## config.mk

```make
export PLATFORM = sky130hd
export DESIGN_NAME = ihm_quad
export DESIGN_NICKNAME = d
export VERILOG_FILES = /design/src/rtl/ihm_pkg.sv /design/src/rtl/ihm_quad.sv
export SDC_FILE = /design/constraint.sdc
export NUM_CORES = 2
export LEC_CHECK = 0
export ABC_CLOCK_PERIOD_IN_PS = 12340
export BUFFER_PORTS_ARGS = -buffer_cell sky130_fd_sc_hd__buf_2
export CORE_ASPECT_RATIO = 0.75
export CORE_MARGIN = 2
export CORE_UTILIZATION = 40
export CTS_CLUSTER_SIZE = 24
export DETAILED_ROUTE_END_ITERATION = 16
export PLACE_DENSITY = 0.6
export SYNTH_ARGS = -nofsm -noshare
export SYNTH_HDL_FRONTEND = slang
export SYNTH_SLANG_ARGS = --single-unit
export TNS_END_PERCENT = 100
```

## constraint.sdc

```tcl
create_clock -name i_clk -period 12.34 [get_ports i_clk]
set_input_delay 2.468 -clock i_clk [delete_from_list [all_inputs] [get_ports i_clk]]
set_output_delay 2.468 -clock i_clk [all_outputs]
set_load 0.005 [all_outputs]
```

## src/rtl/ihm_pkg.sv

```systemverilog
// Package for the interval halving minimizer: widths, reset values, register
// indexes, control word types and the microcode program of the sequencer.
// Has no dependencies; every other file of the block imports it.
package ihm_pkg;

    localparam int unsigned XW    = 32;  // Q16.16 point width
    localparam int unsigned FW    = 64;  // Q32.32 function value width
    localparam int unsigned MW    = 33;  // multiplier operand width
    localparam int unsigned PRW   = 66;  // multiplier product width
    localparam int unsigned ACCW  = 96;  // accumulator width, units of 2^-48
    localparam int unsigned TOLW  = 31;
    localparam int unsigned RW    = 6;   // round counter width
    localparam int unsigned CW    = 8;   // evaluation counter width
    localparam int unsigned STEPW = 5;   // microcode address width
    localparam int unsigned CIW   = 3;   // configuration index width
    localparam int unsigned CDW   = 32;  // configuration data width

    localparam logic [XW-1:0]   RST_COEF_SQUARE   = 32'd16777216;
    localparam logic [XW-1:0]   RST_COEF_LINEAR   = 32'd15787622;
    localparam logic [XW-1:0]   RST_COEF_CONSTANT = 32'd4194304;
    localparam logic [TOLW-1:0] RST_TOLERANCE     = 31'd66;
    localparam logic [RW-1:0]   RST_ITER_LIMIT    = 6'd40;

    localparam logic [CIW-1:0] CFG_COEF_SQUARE   = 3'd0;
    localparam logic [CIW-1:0] CFG_COEF_LINEAR   = 3'd1;
    localparam logic [CIW-1:0] CFG_COEF_CONSTANT = 3'd2;
    localparam logic [CIW-1:0] CFG_TOLERANCE     = 3'd3;
    localparam logic [CIW-1:0] CFG_ITER_LIMIT    = 3'd4;

    typedef enum logic [2:0] {
        MUL_NONE, MUL_XX, MUL_C1X, MUL_C2LO, MUL_C2HI
    } t_mul_sel;

    typedef enum logic [2:0] {
        ACC_HOLD, ACC_C0, ACC_ADD0, ACC_ADD16, ACC_ADD32
    } t_acc_op;

    typedef struct packed {
        t_mul_sel mul;
        t_acc_op  acc;
        logic     sq_ld;
    } t_eval_ctl;

    typedef enum logic [1:0] {X_HOLD, X_ONE, X_TWO, X_CTR} t_xsel;
    typedef enum logic [1:0] {F_NONE, F_ONE, F_TWO, F_CTR} t_fsel;

    typedef enum logic [2:0] {
        OP_NONE, OP_LOAD, OP_INIT, OP_DECIDE, OP_SETHIT, OP_EMIT
    } t_op;

    typedef enum logic [2:0] {
        C_NEXT, C_WAIT_IN, C_TOL, C_NOLIMIT, C_OUT_BUSY
    } t_cond;

    typedef struct packed {
        t_eval_ctl        ev;
        t_xsel            xsel;
        t_fsel            fsel;
        t_op              op;
        t_cond            cond;
        logic [STEPW-1:0] target;
    } t_cword;

    localparam t_eval_ctl EV_NOP = '{mul: MUL_NONE, acc: ACC_HOLD, sq_ld: 1'b0};

    // Program addresses.
    localparam logic [STEPW-1:0] ST_IDLE  = 5'd0;
    localparam logic [STEPW-1:0] ST_ROUND = 5'd2;
    localparam logic [STEPW-1:0] ST_EV1   = 5'd3;
    localparam logic [STEPW-1:0] ST_EV2   = 5'd9;
    localparam logic [STEPW-1:0] ST_EV3   = 5'd15;
    localparam logic [STEPW-1:0] ST_FINAL = 5'd25;
    localparam logic [STEPW-1:0] ST_EV4   = 5'd26;
    localparam logic [STEPW-1:0] ST_EMIT  = 5'd31;

    // One evaluation of the quadratic takes five steps on the shared multiplier.
    function automatic t_eval_ctl ev_step(input logic [2:0] k);
        t_eval_ctl c;
        c = EV_NOP;
        case (k)
            3'd0: c = '{mul: MUL_XX,   acc: ACC_C0,    sq_ld: 1'b0};
            3'd1: c = '{mul: MUL_C1X,  acc: ACC_HOLD,  sq_ld: 1'b1};
            3'd2: c = '{mul: MUL_C2LO, acc: ACC_ADD16, sq_ld: 1'b0};
            3'd3: c = '{mul: MUL_C2HI, acc: ACC_ADD0,  sq_ld: 1'b0};
            3'd4: c = '{mul: MUL_NONE, acc: ACC_ADD32, sq_ld: 1'b0};
            default: c = EV_NOP;
        endcase
        return c;
    endfunction

    function automatic t_cword uc_rom(input logic [STEPW-1:0] step);
        t_cword w;
        w = '{ev: EV_NOP, xsel: X_HOLD, fsel: F_NONE, op: OP_NONE,
              cond: C_NEXT, target: ST_IDLE};
        case (step)
            5'd0: begin
                w.op = OP_LOAD; w.cond = C_WAIT_IN; w.target = ST_IDLE;
            end
            5'd1: w.op = OP_INIT;
            5'd2: w.xsel = X_ONE;
            5'd3, 5'd4, 5'd5, 5'd6, 5'd7: w.ev = ev_step(3'(step - ST_EV1));
            5'd8: begin
                w.fsel = F_ONE; w.xsel = X_TWO;
            end
            5'd9, 5'd10, 5'd11, 5'd12, 5'd13: w.ev = ev_step(3'(step - ST_EV2));
            5'd14: begin
                w.fsel = F_TWO; w.xsel = X_CTR;
            end
            5'd15, 5'd16, 5'd17, 5'd18, 5'd19: w.ev = ev_step(3'(step - ST_EV3));
            5'd20: w.fsel = F_CTR;
            5'd21: w.op = OP_DECIDE;
            5'd22: begin
                w.cond = C_TOL; w.target = ST_FINAL;
            end
            5'd23: begin
                w.cond = C_NOLIMIT; w.target = ST_ROUND;
            end
            5'd24: w.op = OP_SETHIT;
            5'd25: w.xsel = X_CTR;
            5'd26, 5'd27, 5'd28, 5'd29, 5'd30: w.ev = ev_step(3'(step - ST_EV4));
            5'd31: begin
                w.op = OP_EMIT; w.cond = C_OUT_BUSY; w.target = ST_EMIT;
            end
            default: w.op = OP_NONE;
        endcase
        return w;
    endfunction

endpackage

```

## src/rtl/ihm_quad.sv

```systemverilog
// Quadratic evaluation datapath: one shared 33x33 multiplier, a product
// register, a square register and a 96-bit accumulator. Depends on ihm_pkg.
module ihm_quad import ihm_pkg::*; (
    input  logic                 i_clk,
    input  t_eval_ctl            i_ctl,
    input  logic signed [XW-1:0] i_coef_square,
    input  logic signed [XW-1:0] i_coef_linear,
    input  logic signed [XW-1:0] i_coef_constant,
    input  logic signed [XW-1:0] i_x,
    output logic signed [FW-1:0] o_f
);

    logic signed [MW-1:0]   w_ma;
    logic signed [MW-1:0]   w_mb;
    logic signed [PRW-1:0]  w_mp;
    logic signed [PRW-1:0]  r_prod;
    logic [FW-1:0]          r_sq;
    logic signed [ACCW-1:0] r_acc;
    logic signed [ACCW-1:0] n_acc;
    logic signed [ACCW-1:0] w_pext;
    logic [16:0]            w_top;

    always_comb begin
        case (i_ctl.mul)
            MUL_XX: begin
                w_ma = {i_x[XW-1], i_x};
                w_mb = {i_x[XW-1], i_x};
            end
            MUL_C1X: begin
                w_ma = {i_coef_linear[XW-1], i_coef_linear};
                w_mb = {i_x[XW-1], i_x};
            end
            MUL_C2LO: begin
                w_ma = {i_coef_square[XW-1], i_coef_square};
                w_mb = {1'b0, r_sq[XW-1:0]};
            end
            MUL_C2HI: begin
                w_ma = {i_coef_square[XW-1], i_coef_square};
                w_mb = {1'b0, r_sq[FW-1:XW]};
            end
            default: begin
                w_ma = '0;
                w_mb = '0;
            end
        endcase
    end

    assign w_mp   = w_ma * w_mb;
    assign w_pext = {{(ACCW-PRW){r_prod[PRW-1]}}, r_prod};

    // The accumulator works in units of 2^-48: the constant term enters
    // shifted by 32, the linear product by 16 and the square term in two
    // halves at 0 and 32.
    always_comb begin
        case (i_ctl.acc)
            ACC_C0:    n_acc = {{(ACCW-64){i_coef_constant[XW-1]}}, i_coef_constant, 32'd0};
            ACC_ADD0:  n_acc = r_acc + w_pext;
            ACC_ADD16: n_acc = r_acc + (w_pext <<< 16);
            ACC_ADD32: n_acc = r_acc + (w_pext <<< 32);
            default:   n_acc = r_acc;
        endcase
    end

    always_ff @(posedge i_clk) begin
        if (i_ctl.mul != MUL_NONE) begin
            r_prod <= w_mp;
        end
        if (i_ctl.sq_ld) begin
            r_sq <= r_prod[FW-1:0];
        end
        r_acc <= n_acc;
    end

    // Floor to Q32.32 by dropping 16 bits, then saturate to 64 bits.
    assign w_top = r_acc[ACCW-1:ACCW-17];

    always_comb begin
        if ((&w_top) || !(|w_top)) begin
            o_f = r_acc[FW+15:16];
        end else if (r_acc[ACCW-1]) begin
            o_f = {1'b1, {(FW-1){1'b0}}};
        end else begin
            o_f = {1'b0, {(FW-1){1'b1}}};
        end
    end

endmodule
```

Word level (Yosys, flattened, before mapping)
Cells that the tools add are included.
Word-level totals
  register bits after elaboration: 226
  logic and storage cells: 28
Operators by class
  $add $sub $neg: 3
  multipliers: 1
  equality and inequality tests: 8
  multiplexer cells: 5
  reduce and logical (&&, ||, !) cells: 8
Operators by type and width (count)
  96-bit case mux with 4 select lines: 1
  33-bit case mux with 3 select lines: 2
  64-bit two-way mux: 2
  96-bit by 66-bit adder with 96-bit output: 1
  96-bit by 82-bit adder with 96-bit output: 1
  96-bit adder: 1
  33-bit by 33-bit multiplier with 66-bit output: 1
  17-bit AND reduction: 1
  17-bit OR reduction: 1
  3-bit by 2-bit == test with 1-bit output (second input constant): 4
  3-bit by 1-bit == test with 1-bit output (second input constant): 2
  3-bit == test (second input constant): 2
  4-bit nonzero test: 1
  2-bit OR reduction: 2
  3-bit nonzero test: 1
  1-bit zero test: 1
  1-bit logical OR: 1

Longest topological paths before layout
  depth after elaboration: 4
  mapped depth: 38
  depth with buffers taken out: 34

Worst setup path after synthesis
No wires, ideal clock.
  kind: input to register
  start: in i_ctl[6] (netlist name)
  end: reg r_prod[46] (data pin)
  setup time: 0.259 ns
  data arrival time: 11.203 ns
  data required time: 12.081 ns
  path slack: 0.879 ns
  stages on the path: 35
  path buffers: 4
  cells stage by stage: clkbuf_1 inv_1 nor3_1 clkbuf_1 buf_1 nand2_1 o21ai_1 clkbuf_1 nand2_1 fa_1 fa_1 fa_1 inv_1 fa_1 inv_1 fa_1 inv_1 fa_1 fa_1 inv_1 fa_1 inv_1 ha_1 a21o_1 a21o_1 a21oi_1 o21ai_0 a221o_1 a21oi_2 o21ai_1 a221oi_2 o21ai_1 a221o_1 a21oi_1 xnor2_1
Between the ends
  longest elaborated chain between the ends: 4
RTL lines
  start, declared: RTL line ihm_quad.sv:5  | input t_eval_ctl i_ctl,
  3-bit == test, or another cell as far along: RTL line ihm_quad.sv:24  | case (i_ctl.mul)
  2-bit OR reduction (no line)
  33-bit case mux with 3 select lines: RTL line ihm_quad.sv:24
  33-bit by 33-bit multiplier with 66-bit output *: RTL line ihm_quad.sv:48  | assign w_mp = w_ma * w_mb;
  net w_mp[46]: RTL line ihm_quad.sv:15  | logic signed [PRW-1:0] w_mp;
  end signal, assigned: RTL line ihm_quad.sv:66  | r_prod <= w_mp;
  end, declared: RTL line ihm_quad.sv:16  | logic signed [PRW-1:0] r_prod;
The timed path passes the listed nets; every way through them passes the cells marked *.
A chain may end at the register's enable or synchronous reset.

Final worst setup path
  start: in i_ctl[4] (netlist name)
  end: reg r_prod[65] (data pin)
Same word-level chain as after synthesis.

==> results.sh <==
export IMPL_synth_ff_type="edfxtp_1"
export IMPL_place_gp_congestion=1.016
export IMPL_synth_fp_nets=8764
export IMPL_die_height_um=342.2
export IMPL_drv_cap=0
export IMPL_grt_pass1_vias=52668
export IMPL_ys_seq_elements=226
export IMPL_placed_cells=9118
export IMPL_syn_area_mm2=0.06099
export IMPL_power_density_mw_per_mm2=325.9
export IMPL_hold_viol_final=0
export IMPL_wire_per_inst_um=26.61
export IMPL_synthCells=7063
export IMPL_rows=124
export IMPL_min_period_over_period_pct=96.63
export IMPL_worst_path_max_delay_cell="a22oi_1"
export IMPL_cts_tree="done"
export IMPL_path_clk_slew_ps=60
export IMPL_grt_use_total_pct=31.45
export IMPL_yosysMostFrequentCell="inv_1"
export IMPL_clock_skew_ps=32.33
export IMPL_max_vdd_ir_drop_mv=0.2744
export IMPL_grt_overflow=0
export IMPL_cts_setup_buffers=0
export IMPL_syn_area_per_cell_um2=8.636
export IMPL_ys_top_cells_by_count="inv_1 (1209), fa_1 (1125), nor2_1 (813), nand2_1 (766), ha_1 (440)"
export IMPL_rsz0062_at_grt="false"
export IMPL_grt_pass1_wl_um=359800
export IMPL_hold_class="register to register"
export IMPL_place_area_mm2=0.06504
export IMPL_final_max_slew_violation_count=0
export IMPL_grt_antenna_before_repair=11
export IMPL_max_stage_delay_ps=820
export IMPL_dp_hpwl_um=203900
export IMPL_pre_cts_slack_ps=-13.14
export IMPL_postLayoutCellArea_mm2=0.06595
export IMPL_viasPerCell=5.757
export IMPL_worstSetupEndpointType="register"
export IMPL_critPathArrivalTime_ps=12240
export IMPL_relSlewSlack_pct=26.19
export IMPL_worst_slack_ps=416.4
export IMPL_cts_resized=0
export IMPL_io_buffer_count=199
export IMPL_start_util_pct=40.16
export IMPL_route_detailed_drc=0
export IMPL_grt_max_degree=100
export IMPL_crit_family="adder cells"
export IMPL_cts_hold_buf=0
export IMPL_path_class="input pin to register"
export IMPL_timing_fmax_mhz=83.87
export IMPL_clk_latency_ps=610
export IMPL_cp_start_kind="input pin"
export IMPL_yosysTopAreaCell="fa_1"
export IMPL_wl_um=244000
export IMPL_die_w_um=454.9
export IMPL_cts_sinks=226
export IMPL_drive_gt1_share_pct=8.113
export IMPL_area_growth_pct=8.119
export IMPL_yosysWarnings=0
export IMPL_worstMarginPinSlew_ps=1107
export IMPL_drt_iter0_drc=6209
export IMPL_stdcell_count=9168
export IMPL_fill_cells=15089
export IMPL_root_buffer="clkbuf_16"
export IMPL_setup_viol=0
export IMPL_status="finished, final reports clean"
export IMPL_htree_levels=1
export IMPL_worst_path_max_fanout=14
export IMPL_drt_first_pass_iters=9
export IMPL_yosysSeqAreaShare_pct=11.13
export IMPL_async_flop_share_pct=0
export IMPL_synth_edf_count=226
export IMPL_crit_required_ps=12660
export IMPL_cts_inserted_buffers=27
export IMPL_final_nets=8832
export IMPL_cts_buffer_depth=3
export IMPL_ys_types=94
export IMPL_ios=200
export IMPL_leakage_nw=31.58
export IMPL_core_area_mm2=0.1519
export IMPL_crit_top_cell="fa_1"
export IMPL_multiInputGateArea_mm2=0.04842
export IMPL_seq_area_mm2=0.006787
export IMPL_vias=52782
export IMPL_synth_area_leaders="fa_1 (37%), edfxtp_1 (11%), ha_1 (9.0%)"
export IMPL_cp_num_buf_inv=7
export IMPL_die_area_mm2=0.1557
export IMPL_period_minus_slack_ps=11920
export IMPL_synth_top_area_share_pct=36.92
export IMPL_ant_nets=0
## per-stage QoR
step | power [mW] | hold WS [ps] | TNS [ps] | utilization [%]
5_1_grt | 23.17 | 758.7 | 0 | 43.41
3_5_place_dp | 19.78 | 669.2 | -13.14 | 42.82
4_1_cts | 20.98 | 703.7 | 0 | 43.41
2_1_floorplan | 13.91 | 492.9 | 0 | -
3_3_place_gp | 19.92 | 650.7 | 0 | 42.82
6_report | 21.50 | 697.2 | 0 | 43.42
## tightest hold or removal path, delay by kind of cell, from the launching register on
kind,cells,cell delay [ps]
flip-flops,1,330
AND/OR/NAND/NOR,1,140
adder cells (fa/ha/maj),1,130
## flip-flops by register name, summed over array words and instances (netlist names)
name,count
r_acc,96
r_prod,66
r_sq,64
## where the power goes
| group | switching, mW | internal (mW) |
|---|---|---|
| sequential | 0.670 | 1.59 |
| clock | 0.369 | 0.485 |
| combinational | 11.5 | 6.88 |
| total | 12.5 | 8.96 |
## per-layer routing
layer / GRT usage, % / routed length, um / up-vias / share of wire [%]
li1: - / - / 22938 / -
met1: 47.49 / 108200 / 26467 / 44
met2: 43.44 / 96990 / 2999 / 40
met3: 8.826 / 30370 / 378 / 12
met4: 8.851 / 8396 / 0 / 3.4
met5: 0 / 0 / - / 0
## cell families after synthesis
| group | after synthesis | synth area share [%] |
|---|---|---|
| and+or+nand+nor | 1958 | 13.52 |
| buffers and inverters | 1580 | 9.789 |
| adders and majority gates | 1565 | 45.95 |
| AOI/OAI and AO/OA | 1428 | 15.10 |
| xor gates and xnor gates | 275 | 3.949 |
| DFF | 226 | 11.13 |
| muxes | 31 | 0.5641 |
## layout make-up
type / instances / area share [%]
Inverter: 1209 / 6.881
Clock buffer: 30 / 1.042
Timing Repair Buffer: 410 / 4.201
Clock inverter: 17 / 0.3206
Antenna cell: 3 / 0.01138
Multi-Input combinational cell: 5257 / 73.43
Sequential cell: 226 / 10.29
Tap cell: 2016 / 3.825
## layout by cell type (no fill, tap or decap), types with 27 or more instances in the layout
cell type  count
a31oi_1       38
a21o_1       166
nand3_1       49
o21bai_1      46
xor2_1        98
nor2b_1       27
and3_1        30
fa_1        1125
o21ai_0      279
buf_2        198
o21ai_1       45
a21oi_1      390
xnor2_1      176
and2_1        30
nand4_1       94
nand2b_1      30
o21a_1        85
nor3_1        44
mux2_2        27
inv_1       1209
ha_1         440
a22oi_1       65
nand2_1      765
o211ai_1      29
edfxtp_1     226
a211oi_1      40
clkbuf_16     27
nor2_1       811
buf_4        197
## final timing paths
check	to	slack, ps	from	cells past startpoint
setup / recovery	r_prod[65]	420	i_ctl[4]	33
hold / removal	r_acc[0]	700	r_acc[0]	2
setup reg to reg	r_prod[65]	2630	r_sq[6]	28
hold reg to reg	r_acc[0]	700	r_acc[0]	2
No activity file was read; power rests on OpenSTA's default activity.
